### config.mk
export PLATFORM = sky130hd
export DESIGN_NAME = lcd_window_write_sequencer
export DESIGN_NICKNAME = d
export VERILOG_FILES = /design/src/sv/lws_pkg.sv /design/src/sv/lcd_window_write_sequencer.sv /design/src/sv/lws_cfg_regs.sv /design/src/sv/lws_cmd_decode.sv /design/src/sv/lws_byte_emitter.sv
export SDC_FILE = /design/constraint.sdc
export NUM_CORES = 1
export LEC_CHECK = 0
export ABC_AREA = 1
export BUFFER_PORTS_ARGS = -buffer_cell sky130_fd_sc_hd__buf_2
export CORE_MARGIN = 4
export CORE_UTILIZATION = 45
export CTS_CLUSTER_SIZE = 24
export DETAILED_ROUTE_END_ITERATION = 10
export PLACE_DENSITY = 0.76
export SYNTH_ARGS = -nofsm -noshare
export SYNTH_HDL_FRONTEND = slang
export SYNTH_SLANG_ARGS = --single-unit
### constraint.sdc
create_clock -name clk -period 3.5 [get_ports clk]
set_clock_uncertainty 0.2 [all_clocks]
set_input_delay 0 -clock clk [delete_from_list [all_inputs] [get_ports clk]]
set_output_delay 0 -clock clk [all_outputs]
set_load 0.01 [all_outputs]
### src/sv/lws_pkg.sv
// Shared types, constants and command codes of the LCD window write sequencer.
package lws_pkg;

  // Coordinate width and the derived counter and bus widths
  localparam int COORD_BITS   = 8;
  localparam int COUNT_BITS   = COORD_BITS + 1;
  localparam int COLOR_BITS   = 16;
  localparam int IN_RAW_BITS  = 4 * COORD_BITS + COLOR_BITS;
  localparam int IN_DATA_BITS = ((IN_RAW_BITS + 7) / 8) * 8;

  // Bytes per burst: window header plus one pixel
  localparam int BURST_MAX  = 13;
  localparam int BURST_IDX  = 4;
  localparam int HDR_BYTES  = 11;
  localparam int PIX_BYTES  = 2;

  // Input command codes
  localparam logic [1:0] CMD_POINT = 2'd0;
  localparam logic [1:0] CMD_FILL  = 2'd1;
  localparam logic [1:0] CMD_PULL  = 2'd2;

  // Display controller opcodes
  localparam logic [7:0] OP_CASET = 8'h2A;
  localparam logic [7:0] OP_RASET = 8'h2B;
  localparam logic [7:0] OP_RAMWR = 8'h2C;

  // Data/command pattern of a point burst: opcodes at bytes 0, 5 and 10
  localparam logic [BURST_MAX-1:0] HDR_DATA_MASK = 13'b1_1011_1101_1110;
  localparam logic [BURST_MAX-1:0] PIX_DATA_MASK = 13'b0_0000_0000_0011;

  // Reset values of the configuration registers
  localparam logic [7:0] RST_SCREEN_WIDTH  = 8'd160;
  localparam logic [7:0] RST_SCREEN_HEIGHT = 8'd80;
  localparam logic [7:0] RST_COLUMN_OFFSET = 8'd1;
  localparam logic [7:0] RST_ROW_OFFSET    = 8'd26;

  // Configuration register indexes
  typedef enum logic [1:0] {
    REG_SCREEN_WIDTH  = 2'd0,
    REG_SCREEN_HEIGHT = 2'd1,
    REG_COLUMN_OFFSET = 2'd2,
    REG_ROW_OFFSET    = 2'd3
  } reg_idx_t;

  typedef struct packed {
    logic [7:0] screen_width;
    logic [7:0] screen_height;
    logic [7:0] column_offset;
    logic [7:0] row_offset;
  } cfg_t;

  typedef struct packed {
    logic [1:0]            cmd;
    logic [COORD_BITS-1:0] x_start;
    logic [COORD_BITS-1:0] y_start;
    logic [COORD_BITS-1:0] x_end;
    logic [COORD_BITS-1:0] y_end;
    logic [COLOR_BITS-1:0] color;
  } item_t;

  // Bytes caused by one input item, sent from index 0 up
  typedef struct packed {
    logic [BURST_MAX-1:0][7:0] bytes;
    logic [BURST_MAX-1:0]      data_flag;
    logic [BURST_IDX-1:0]      count;
    logic                      fill_end;
  } burst_t;

endpackage

### src/sv/lcd_window_write_sequencer.sv
// Top level of the LCD window write sequencer: input register, decode, byte emitter.
//
//  channel | ports                      | payload (low bit up)
//  --------+----------------------------+---------------------------------------------
//  in      | in_tvalid/in_tready        | tdata: x_start, y_start, x_end, y_end, color
//          |                            | tuser: cmd
//  out     | out_tvalid/out_tready      | tdata: out_byte; tuser: is_data, fill_end
//          |                            | tlast: last
//  cfg     | cfg_we/cfg_idx/cfg_wdata   | write only, one register per write
//
// An item is registered, decoded in the next cycle into a burst, and the burst
// leaves one word per cycle from the byte emitter while out_tready is high.
// The output words set the pace: a point sends 13 words, a fill 11, a pull
// 2, and an item that causes no word is dropped from the input register at once.
// One item waits in the input register while the emitter still sends a burst.
// Reset is synchronous and active low; it restores the register defaults and
// ends any fill. A stall on out_tready holds the word and backs up into in_tready.
module lcd_window_write_sequencer (
  input  logic                             clk,
  input  logic                             rst_n,
  input  logic                             in_tvalid,
  output logic                             in_tready,
  input  logic [lws_pkg::IN_DATA_BITS-1:0] in_tdata,   // x_start, y_start, x_end, y_end, color
  input  logic [1:0]                       in_tuser,   // cmd
  output logic                             out_tvalid,
  input  logic                             out_tready,
  output logic [7:0]                       out_tdata,  // out_byte
  output logic [1:0]                       out_tuser,  // is_data, fill_end
  output logic                             out_tlast,
  input  logic                             cfg_we,
  input  logic [1:0]                       cfg_idx,
  input  logic [7:0]                       cfg_wdata
);
  import lws_pkg::*;

  item_t  item_r;
  item_t  item_in;
  logic   item_valid_r;
  logic   item_valid_nxt;
  cfg_t   cfg;
  burst_t burst;
  logic   load_ok;
  logic   take;
  logic   load;
  logic   in_fire;

  // Unpack the input word
  assign item_in.cmd     = in_tuser;
  assign item_in.x_start = in_tdata[COORD_BITS-1:0];
  assign item_in.y_start = in_tdata[2*COORD_BITS-1:COORD_BITS];
  assign item_in.x_end   = in_tdata[3*COORD_BITS-1:2*COORD_BITS];
  assign item_in.y_end   = in_tdata[4*COORD_BITS-1:3*COORD_BITS];
  assign item_in.color   = in_tdata[IN_RAW_BITS-1:4*COORD_BITS];

  // Drop empty items at once; hand bursts over when the emitter frees up
  assign take      = item_valid_r && ((burst.count == '0) || load_ok);
  assign load      = item_valid_r && (burst.count != '0) && load_ok;
  assign in_tready = !item_valid_r || take;
  assign in_fire   = in_tvalid && in_tready;

  always_comb begin
    item_valid_nxt = item_valid_r;
    if (in_fire) begin
      item_valid_nxt = 1'b1;
    end else if (take) begin
      item_valid_nxt = 1'b0;
    end
  end

  always_ff @(posedge clk) begin
    if (!rst_n) begin
      item_valid_r <= 1'b0;
    end else begin
      item_valid_r <= item_valid_nxt;
    end
  end

  always_ff @(posedge clk) begin
    if (in_fire) begin
      item_r <= item_in;
    end
  end

  lws_cfg_regs u_cfg (
    .clk       (clk),
    .rst_n     (rst_n),
    .cfg_we    (cfg_we),
    .cfg_idx   (cfg_idx),
    .cfg_wdata (cfg_wdata),
    .cfg       (cfg)
  );

  lws_cmd_decode u_decode (
    .clk   (clk),
    .rst_n (rst_n),
    .item  (item_r),
    .cfg   (cfg),
    .take  (take),
    .burst (burst)
  );

  lws_byte_emitter u_emit (
    .clk        (clk),
    .rst_n      (rst_n),
    .load       (load),
    .burst_in   (burst),
    .load_ok    (load_ok),
    .out_tvalid (out_tvalid),
    .out_tready (out_tready),
    .out_tdata  (out_tdata),
    .out_tuser  (out_tuser),
    .out_tlast  (out_tlast)
  );

`ifndef ASSERT_OFF
  a_item_held: assert property (@(posedge clk) disable iff (!rst_n)
    (item_valid_r && !take) |=> item_valid_r && $stable(item_r))
    else $error("waiting item lost or changed");
`endif

endmodule

### src/sv/lws_cfg_regs.sv
// Configuration register file of the LCD window write sequencer.
module lws_cfg_regs (
  input  logic             clk,
  input  logic             rst_n,
  input  logic             cfg_we,
  input  logic [1:0]       cfg_idx,
  input  logic [7:0]       cfg_wdata,
  output lws_pkg::cfg_t    cfg
);
  import lws_pkg::*;

  cfg_t cfg_r;
  cfg_t cfg_nxt;

  // Write the addressed register
  always_comb begin
    cfg_nxt = cfg_r;
    if (cfg_we) begin
      case (reg_idx_t'(cfg_idx))
        REG_SCREEN_WIDTH:  cfg_nxt.screen_width  = cfg_wdata;
        REG_SCREEN_HEIGHT: cfg_nxt.screen_height = cfg_wdata;
        REG_COLUMN_OFFSET: cfg_nxt.column_offset = cfg_wdata;
        REG_ROW_OFFSET:    cfg_nxt.row_offset    = cfg_wdata;
        default: ;
      endcase
    end
  end

  always_ff @(posedge clk) begin
    if (!rst_n) begin
      cfg_r.screen_width  <= RST_SCREEN_WIDTH;
      cfg_r.screen_height <= RST_SCREEN_HEIGHT;
      cfg_r.column_offset <= RST_COLUMN_OFFSET;
      cfg_r.row_offset    <= RST_ROW_OFFSET;
    end else begin
      cfg_r <= cfg_nxt;
    end
  end

  assign cfg = cfg_r;

endmodule

### src/sv/lws_cmd_decode.sv
// Command decode: builds the byte burst of one item and keeps the fill state.
module lws_cmd_decode (
  input  logic             clk,
  input  logic             rst_n,
  input  lws_pkg::item_t   item,
  input  lws_pkg::cfg_t    cfg,
  input  logic             take,
  output lws_pkg::burst_t  burst
);
  import lws_pkg::*;

  logic                  fill_active_r;
  logic                  fill_active_nxt;
  logic [COUNT_BITS-1:0] columns_left_r;
  logic [COUNT_BITS-1:0] columns_left_nxt;
  logic [COUNT_BITS-1:0] rows_left_r;
  logic [COUNT_BITS-1:0] rows_left_nxt;
  logic [COUNT_BITS-1:0] fill_span_r;
  logic [COUNT_BITS-1:0] fill_span_nxt;
  logic [COLOR_BITS-1:0] fill_color_r;
  logic [COLOR_BITS-1:0] fill_color_nxt;

  logic [COORD_BITS-1:0] x_last;
  logic [COORD_BITS-1:0] y_last;
  logic [15:0]           col_first_w;
  logic [15:0]           col_last_w;
  logic [15:0]           row_first_w;
  logic [15:0]           row_last_w;
  logic                  on_screen;
  logic                  rect_ok;
  logic [COUNT_BITS-1:0] col_dec;
  logic [COUNT_BITS-1:0] row_dec;
  logic [BURST_MAX-1:0][7:0] hdr_bytes;

  // Coordinate plus offset, zero-extended to a 16-bit address word
  function automatic logic [15:0] addr_word(input logic [COORD_BITS-1:0] c,
                                            input logic [7:0] off);
    logic [COUNT_BITS-1:0] sum;
    sum = COUNT_BITS'(c) + COUNT_BITS'(off);
    return 16'(sum);
  endfunction

  // A point's window is one pixel wide and high
  assign x_last = (item.cmd == CMD_POINT) ? item.x_start : item.x_end;
  assign y_last = (item.cmd == CMD_POINT) ? item.y_start : item.y_end;

  assign col_first_w = addr_word(item.x_start, cfg.column_offset);
  assign col_last_w  = addr_word(x_last, cfg.column_offset);
  assign row_first_w = addr_word(item.y_start, cfg.row_offset);
  assign row_last_w  = addr_word(y_last, cfg.row_offset);

  assign on_screen = (COUNT_BITS'(item.x_start) < COUNT_BITS'(cfg.screen_width)) &&
                     (COUNT_BITS'(item.y_start) < COUNT_BITS'(cfg.screen_height));
  assign rect_ok   = (item.x_end >= item.x_start) && (item.y_end >= item.y_start);

  assign col_dec = columns_left_r - COUNT_BITS'(1);
  assign row_dec = rows_left_r - COUNT_BITS'(1);

  // Window header followed by the point color
  always_comb begin
    hdr_bytes[0]  = OP_CASET;
    hdr_bytes[1]  = col_first_w[15:8];
    hdr_bytes[2]  = col_first_w[7:0];
    hdr_bytes[3]  = col_last_w[15:8];
    hdr_bytes[4]  = col_last_w[7:0];
    hdr_bytes[5]  = OP_RASET;
    hdr_bytes[6]  = row_first_w[15:8];
    hdr_bytes[7]  = row_first_w[7:0];
    hdr_bytes[8]  = row_last_w[15:8];
    hdr_bytes[9]  = row_last_w[7:0];
    hdr_bytes[10] = OP_RAMWR;
    hdr_bytes[11] = item.color[15:8];
    hdr_bytes[12] = item.color[7:0];
  end

  // Select the burst and the next fill state per command
  always_comb begin
    burst            = '0;
    fill_active_nxt  = fill_active_r;
    columns_left_nxt = columns_left_r;
    rows_left_nxt    = rows_left_r;
    fill_span_nxt    = fill_span_r;
    fill_color_nxt   = fill_color_r;
    case (item.cmd)
      CMD_POINT: begin
        if (on_screen) begin
          burst.bytes     = hdr_bytes;
          burst.data_flag = HDR_DATA_MASK;
          burst.count     = BURST_IDX'(BURST_MAX);
        end
      end
      CMD_FILL: begin
        burst.bytes     = hdr_bytes;
        burst.data_flag = HDR_DATA_MASK;
        burst.count     = BURST_IDX'(HDR_BYTES);
        if (rect_ok) begin
          fill_span_nxt    = COUNT_BITS'(item.x_end) - COUNT_BITS'(item.x_start)
                             + COUNT_BITS'(1);
          columns_left_nxt = fill_span_nxt;
          rows_left_nxt    = COUNT_BITS'(item.y_end) - COUNT_BITS'(item.y_start)
                             + COUNT_BITS'(1);
          fill_color_nxt   = item.color;
          fill_active_nxt  = 1'b1;
        end else begin
          fill_active_nxt  = 1'b0;
          fill_span_nxt    = '0;
          columns_left_nxt = '0;
          rows_left_nxt    = '0;
        end
      end
      CMD_PULL: begin
        if (fill_active_r) begin
          burst.bytes[0]   = fill_color_r[15:8];
          burst.bytes[1]   = fill_color_r[7:0];
          burst.data_flag  = PIX_DATA_MASK;
          burst.count      = BURST_IDX'(PIX_BYTES);
          columns_left_nxt = col_dec;
          // End of a row: reload the span and step the row count
          if (col_dec == '0) begin
            columns_left_nxt = fill_span_r;
            rows_left_nxt    = row_dec;
            if (row_dec == '0) begin
              fill_active_nxt  = 1'b0;
              columns_left_nxt = '0;
              burst.fill_end   = 1'b1;
            end
          end
        end
      end
      default: ;
    endcase
  end

  always_ff @(posedge clk) begin
    if (!rst_n) begin
      fill_active_r  <= 1'b0;
      columns_left_r <= '0;
      rows_left_r    <= '0;
      fill_span_r    <= '0;
      fill_color_r   <= '0;
    end else if (take) begin
      fill_active_r  <= fill_active_nxt;
      columns_left_r <= columns_left_nxt;
      rows_left_r    <= rows_left_nxt;
      fill_span_r    <= fill_span_nxt;
      fill_color_r   <= fill_color_nxt;
    end
  end

`ifndef ASSERT_OFF
  a_active_counts: assert property (@(posedge clk) disable iff (!rst_n)
    fill_active_r |-> (columns_left_r != '0) && (rows_left_r != '0))
    else $error("active fill with an empty column or row count");

  a_span_bound: assert property (@(posedge clk) disable iff (!rst_n)
    fill_active_r |-> columns_left_r <= fill_span_r)
    else $error("columns left exceed the fill span");
`endif

endmodule

### src/sv/lws_byte_emitter.sv
// Byte emitter: holds one burst and sends it one word per cycle while out_tready is high.
module lws_byte_emitter (
  input  logic             clk,
  input  logic             rst_n,
  input  logic             load,
  input  lws_pkg::burst_t  burst_in,
  output logic             load_ok,
  output logic             out_tvalid,
  input  logic             out_tready,
  output logic [7:0]       out_tdata,
  output logic [1:0]       out_tuser,
  output logic             out_tlast
);
  import lws_pkg::*;

  burst_t               burst_r;
  logic                 valid_r;
  logic                 valid_nxt;
  logic [BURST_IDX-1:0] idx_r;
  logic [BURST_IDX-1:0] idx_nxt;
  logic                 at_last;
  logic                 send;

  assign at_last = (idx_r == burst_r.count - BURST_IDX'(1));
  assign send    = valid_r && out_tready;
  // Free, or the final word leaves this cycle
  assign load_ok = !valid_r || (send && at_last);

  // Advance through the burst, or take a new one
  always_comb begin
    valid_nxt = valid_r;
    idx_nxt   = idx_r;
    if (load) begin
      valid_nxt = 1'b1;
      idx_nxt   = '0;
    end else if (send) begin
      if (at_last) begin
        valid_nxt = 1'b0;
      end else begin
        idx_nxt = idx_r + BURST_IDX'(1);
      end
    end
  end

  always_ff @(posedge clk) begin
    if (!rst_n) begin
      valid_r <= 1'b0;
      idx_r   <= '0;
    end else begin
      valid_r <= valid_nxt;
      idx_r   <= idx_nxt;
    end
  end

  always_ff @(posedge clk) begin
    if (load) begin
      burst_r <= burst_in;
    end
  end

  assign out_tvalid   = valid_r;
  assign out_tdata    = burst_r.bytes[idx_r];
  assign out_tuser[0] = burst_r.data_flag[idx_r];
  assign out_tuser[1] = burst_r.fill_end && at_last;
  assign out_tlast    = at_last;

`ifndef ASSERT_OFF
  a_idx_range: assert property (@(posedge clk) disable iff (!rst_n)
    valid_r |-> (idx_r < burst_r.count) && (burst_r.count != '0))
    else $error("byte index beyond the burst");

  a_fill_end_last: assert property (@(posedge clk) disable iff (!rst_n)
    (out_tvalid && out_tuser[1]) |-> out_tlast)
    else $error("fill end flagged on a word that is not last");
`endif

endmodule

==> metrics.txt, run 1 <==
result of the run=finished clean; sequential area share after synthesis=45.8%; share of cells above drive strength 1=9.81%; Tcrit/Tclk final=90.1%; R2R Path End=u_emit.burst_r[25]; Mapped Area=11700 sq um; clk sink count=206; drt pass-1 iters=6; CP arrival=3130 ps; dpl hpwl=22000 um; Crit Path Max Fanout=74; wire per inst=16.6 um; detailed-route via count=10400; Tmin final=3150 ps; htree depth=1; Crit. Startpoint=item_r[48]; RSZ-0062 raised after global routing=false; FP Rows=58; async set-reset flop share out of synthesis=0%; initial antenna violation count=1; Clock Tree Buf Depth=3; Min Hold Slack=9.44 ps; Clock Latency Late Sink=520 ps; chip height=169 um; cells along the critical path=inv_1, ha_1, buf_4, nand3_1, nor2_1, nand2_1, inv_1, nand4_1, nand2_1, nand3_1, clkinvlp_4, buf_12; Crit. End Element=flop; Yosys cell types=52; Max Slew Vio Count=0; Tightest Pin Transition=768 ps; vias in the first global route=10000; post_cts resized=0; Worst path slowest cell=edfxtp_1; endpoints failing hold=0; Critical Path RT=3480 ps; Worst Path Class, Setup=reg2reg; Yosys reg bits=206; Post-synth top cells=nand2_1, nor2_1, inv_1; first-iteration detailed-routing DRC count=961; setup TNS=0 ps; GRT Total Usage=22.1%; Detail Route Antenna Nets=0; RR Startpoint=item_r[48]; Post-Synthesis Cells=1397; Avg Cell Area, Syn=8.38 sq um; Final #Nets=1762; Worst R2R Path Depth=12; overall routed net length=32200 um; Pleak=6.49 nW; fmax=0.317 GHz; DIE WIDTH=169 um; vias per inst=5.34; Synth top area share=31.8%; Overflow after GRT=0; Setup crit start kind=flop; pin count of the biggest net entering global routing=75; CTS Root Cell=clkbuf_16; clock slew seen by the registers of the worst setup and hold paths=60 ps; warnings from Yosys=0; Worst slew margin=48.6%; Synth area leader=edfxtp_1; top-count cell post-synth=nand2_1; Num CTS Buffers=24; MaxCap Viol Count=0; Pwr Density=428 nW/um^2; area grow syn2layout=22.7%; Core Footprint=25400 sq um; Peak supply drop=0.000471 V; die area=28700 sq um; Post-synth EDFFs=124; Synth Flop Type=edfxtp_1; port bufs=77; first-pass GRT wire length=51100 um; Starting Density=46.1%; Crit path largest cell delay=440 ps; PnR Total Power=6.15 mW; syn_nets=1566; final setup fails=0; DRC Markers=0; GPL Wtd Cong=0.894; crit path capture=u_emit.burst_r[25]; IO Pins=78; CTS tree=done; Hold Crit Class=in2reg; synth top area cells=edfxtp_1, dfxtp_1, ha_1; R2R setup slack=350 ps
-- registers in the layout, indices dropped and copies added (netlist names) --
register	count
u_emit.out_tvalid	1
u_decode.fill_span_r	9
item_valid_r	1
u_decode.fill_active_r	1
u_emit.burst_r	74
u_cfg.cfg	32
u_decode.rows_left_r	9
u_decode.columns_left_r	9
u_decode.fill_color_r	16
item_r	50
u_emit.idx_r	4
-- how the worst min path moves through the flow --
stage,start,end,slack [ps],depth (start not counted)
3_5_place_dp,in_tdata[17],item_r[25],-20,1
6_report,in_tdata[47],item_r[15],9,2
3_3_place_gp,in_tdata[20],item_r[28],-20,1
5_1_grt,in_tdata[47],item_r[15],4,2
2_1_floorplan,in_tdata[32],item_r[0],-100,0
4_1_cts,in_tdata[25],item_r[17],2,2
-- area by class of cell --
class / count / area (sq um)
clock inverter: 12 / 98.8
inverter: 190 / 717
antenna: 1 / 2.50
clock buffer: 31 / 647
tap: 330 / 413
multi-input combinational: 961 / 5430
fill: 2187 / 11000
timing repair buffer: 210 / 1690
sequential: 206 / 5370
-- kinds of logic after synthesis --
family	Yosys count	synth area share, %
flops	206	45.8
buf+inv	230	7.77
simple gates	606	22.0
xor+xnor	20	1.50
compound gates	231	11.1
fa+ha+maj	104	11.9
-- layer usage --
metal | vias to the layer above | part of all wire (%) | track usage [%]
met1 | 4809 | 40 | 28.1
met2 | 441 | 48 | 37.5
li1 | 5011 | - | -
met5 | - | 0 | 0
met3 | 104 | 8.0 | 4.24
met4 | 0 | 4.0 | 8.47
-- critical path: cells and delay by family, from the launching register on --
kind          cells  cell delay (ps)
fa+ha+maj         1              440
buf+inv           5              910
flops             1              440
simple gates      6              760
-- through the flow --
stage	setup WS, ps	cell area, sq um	util [%]	std cells
3_3_place_gp	474	12400	48.9	1778
3_5_place_dp	398	12400	48.9	1778
5_1_grt	77.4	14400	56.6	1941
6_report	346	14400	56.6	1941
4_1_cts	362	14400	56.6	1940
2_1_floorplan	169	11700	-	1397
-- timing repair --
item                      CTS  global route
buffers inserted            0             0
hold endpoints to repair  121             0
hold buffers              119             0
-- cells in the final DEF (no fill, tap or decap), drive strengths merged, types with 12 or more instances in the layout --
cell,netlist,layout
a21oi,99,99
buf,14,91
clkbuf,26,31
dfxtp,82,82
dlygate4sd3,0,119
edfxtp,124,124
fa,12,12
ha,92,92
inv,189,188
nand2,281,281
nand3,60,60
nand4,20,20
nor2,215,215
nor3,21,21
o21ai,85,85
xor2,15,15
-- power breakdown --
part           internal [mW]  total [mW]  switching [mW]
Sequential              2.68        2.76          0.0820
Combinational          0.410        1.01           0.601
Clock                   1.38        2.38           0.999
Total                   4.47        6.15            1.68
Note: power is estimated with default switching activity, not from simulation.
==> run 2, diff against run 1 <==
--- a/config.mk
+++ b/config.mk
@@ -11,7 +11,7 @@
 export CORE_UTILIZATION = 45
 export CTS_CLUSTER_SIZE = 24
 export DETAILED_ROUTE_END_ITERATION = 10
-export PLACE_DENSITY = 0.76
+export PLACE_DENSITY = 0.73
 export SYNTH_ARGS = -nofsm -noshare
 export SYNTH_HDL_FRONTEND = slang
 export SYNTH_SLANG_ARGS = --single-unit
==> constraint.sdc (replaced) <==
create_clock -name clk -period 3 [get_ports clk]
set_clock_uncertainty 0.2 [all_clocks]
set_input_delay 0 -clock clk [delete_from_list [all_inputs] [get_ports clk]]
set_output_delay 0 -clock clk [all_outputs]
set_load 0.01 [all_outputs]
==> metrics.txt, run 2 (synthesis gave the netlist of run 1 again) <==
result of the run=finished clean; Core Footprint=25400 sq um (unchanged); cells along the critical path=ha_1, nand2_1, nand2_1, nand2_1, nand2_1, inv_1, nand4_1, nand2_2, nand3_1, buf_4, buf_2; fmax=0.360 GHz; chip height=169 um (unchanged); Worst slew margin=51.0% (+2.4 points); largest register by flop count=u_emit.burst_r; Crit Path Max Fanout=3 (-96%); Pwr Density=521 nW/um^2 (+22%); most used cell, CP=nand2_1; area grow syn2layout=26.1%; GPL Wtd Cong=0.919 (+2.8%); Final #Nets=1785 (+1.3%); Tightest Pin Transition=734 ps (-33.6 ps); Top delay family on crit path=simple AND/OR/NAND/NOR gates; wire per inst=16.3 um (-1.6%); Setup crit start kind=flop; CTS tree=done; commonest non-fill, non-tap cell in the layout=nand2_1; Pleak=6.67 nW (+2.8%); overall routed net length=32100 um (-0.47%); Peak supply drop=0.000493 V (+4.7%); Tcrit/Tclk final=92.6%; first-iteration detailed-routing DRC count=1252 (+30%); antenna diode count=0 (-1); CP arrival=2580 ps (-550 ps); GRT Total Usage=22.4% (+0.29 points); htree depth=1 (unchanged); Max Slew Vio Count=0 (unchanged); most frequent cells in the layout=nand2_1, nor2_1, inv_1, dlygate4sd3_1, edfxtp_1; Clock Tree Buf Depth=3 (unchanged); Hold Crit Class=in2reg; PnR Total Power=7.69 mW (+25%); dpl hpwl=22500 um (+2.3%); Critical Path RT=2800 ps (-680 ps); share of cells above drive strength 1=11.6% (+1.8 points); Placed Cells=1796 (+1.0%); Worst Path Class, Setup=reg2out; Num CTS Buffers=23 (-4.2%); DIE WIDTH=169 um (unchanged); Min Hold Slack=35.7 ps (+26.2 ps); Tmin final=2780 ps; pin count of the biggest net entering global routing=45 (-40%); RSZ-0062 raised after global routing=false; Crit. End Element=output pin; fin util=58.1% (+1.5 points); endpoints failing hold=0 (unchanged); port bufs=77 (unchanged); DRC Markers=0 (unchanged); clock slew seen by the registers of the worst setup and hold paths=60 ps (about the same); MaxCap Viol Count=0 (unchanged); first-pass GRT wire length=52100 um (+2.1%); worst path bufs/invs=3 (-2); initial antenna violation count=0 (-1); Overflow after GRT=0 (unchanged); detailed-route via count=10300 (-0.28%); vias per inst=5.27 (-1.4%); Detail Route Antenna Nets=0 (unchanged); final setup fails=0 (unchanged); drt pass-1 iters=5 (-1); Crit path largest cell delay=520 ps (+80 ps); vias in the first global route=10200 (+1.3%); die area=28700 sq um (unchanged); Worst path slowest cell=edfxtp_1; Clock Latency Late Sink=530 ps (about the same); post-route insts no fill=1963 (+1.1%); IO Pins=78 (unchanged); clk sink count=206 (unchanged); FP Rows=58 (unchanged); Largest register FFs=74 (unchanged); Starting Density=46.1% (unchanged); CTS Root Cell=clkbuf_16
-- run 2: worst reg2reg max path, delay by kind of cell, from the launching register on --
family	cells	cell delay (ps)
compound gates	1	110
fa+ha+maj	2	670
buf+inv	3	400
flops	1	470
simple gates	9	830
-- run 2: what timing repair did --
item,in CTS,in global routing
setup endpoints to repair,0,154
buffers inserted,0,1
endpoints found under the hold margin,98,0
hold buffers,124,0
resized for setup,0,7
-- run 2: final cells by class --
cell class | instances | area [sq um]
sequential | 206 | 5370
clock buffer | 24 | 579
clock inverter | 18 | 303
fill | 2168 | 10600
inverter | 190 | 724
timing repair buffer | 234 | 1900
multi-input combinational | 961 | 5470
tap | 330 | 413
-- run 2: stage by stage --
stage	TNS (ps)	area [sq um]	worst slack, ps
6_report	0	14800	221
5_1_grt	0	14800	8.62
3_3_place_gp	0	12600	174
4_1_cts	0	14700	40.9
2_1_floorplan	-10360	11800	-122
3_5_place_dp	0	12600	76.0
-- run 2: power by group --
part | switching [mW] | total [mW] | internal, mW | leakage (nW)
clock network | 1.23 | 3.26 | 2.04 | 0.424
logic | 0.723 | 1.22 | 0.500 | 4.41
registers | 0.0831 | 3.21 | 3.12 | 1.83
-- run 2: path summary, 6_finish.rpt --
kind / startpoint / endpoint / slack, ps / depth (start not counted)
setup / recovery: item_r[46] / in_tready / 220 / 11
hold / removal: in_tuser[1] / item_r[49] / 40 / 2
setup reg to reg: item_r[42] / u_decode.columns_left_r[8] / 250 / 15
hold reg to reg: u_cfg.cfg[17] / u_cfg.cfg[17] / 270 / 2
-- run 2: routing by layer --
metal  track usage (%)  vias up  part of all wire (%)
met5                 0        -                     0
met4              7.35        0                   3.4
met3              3.26       72                   7.6
met2              37.4      417                    47
met1              30.1     4789                    42
li1                  -     5058                     -
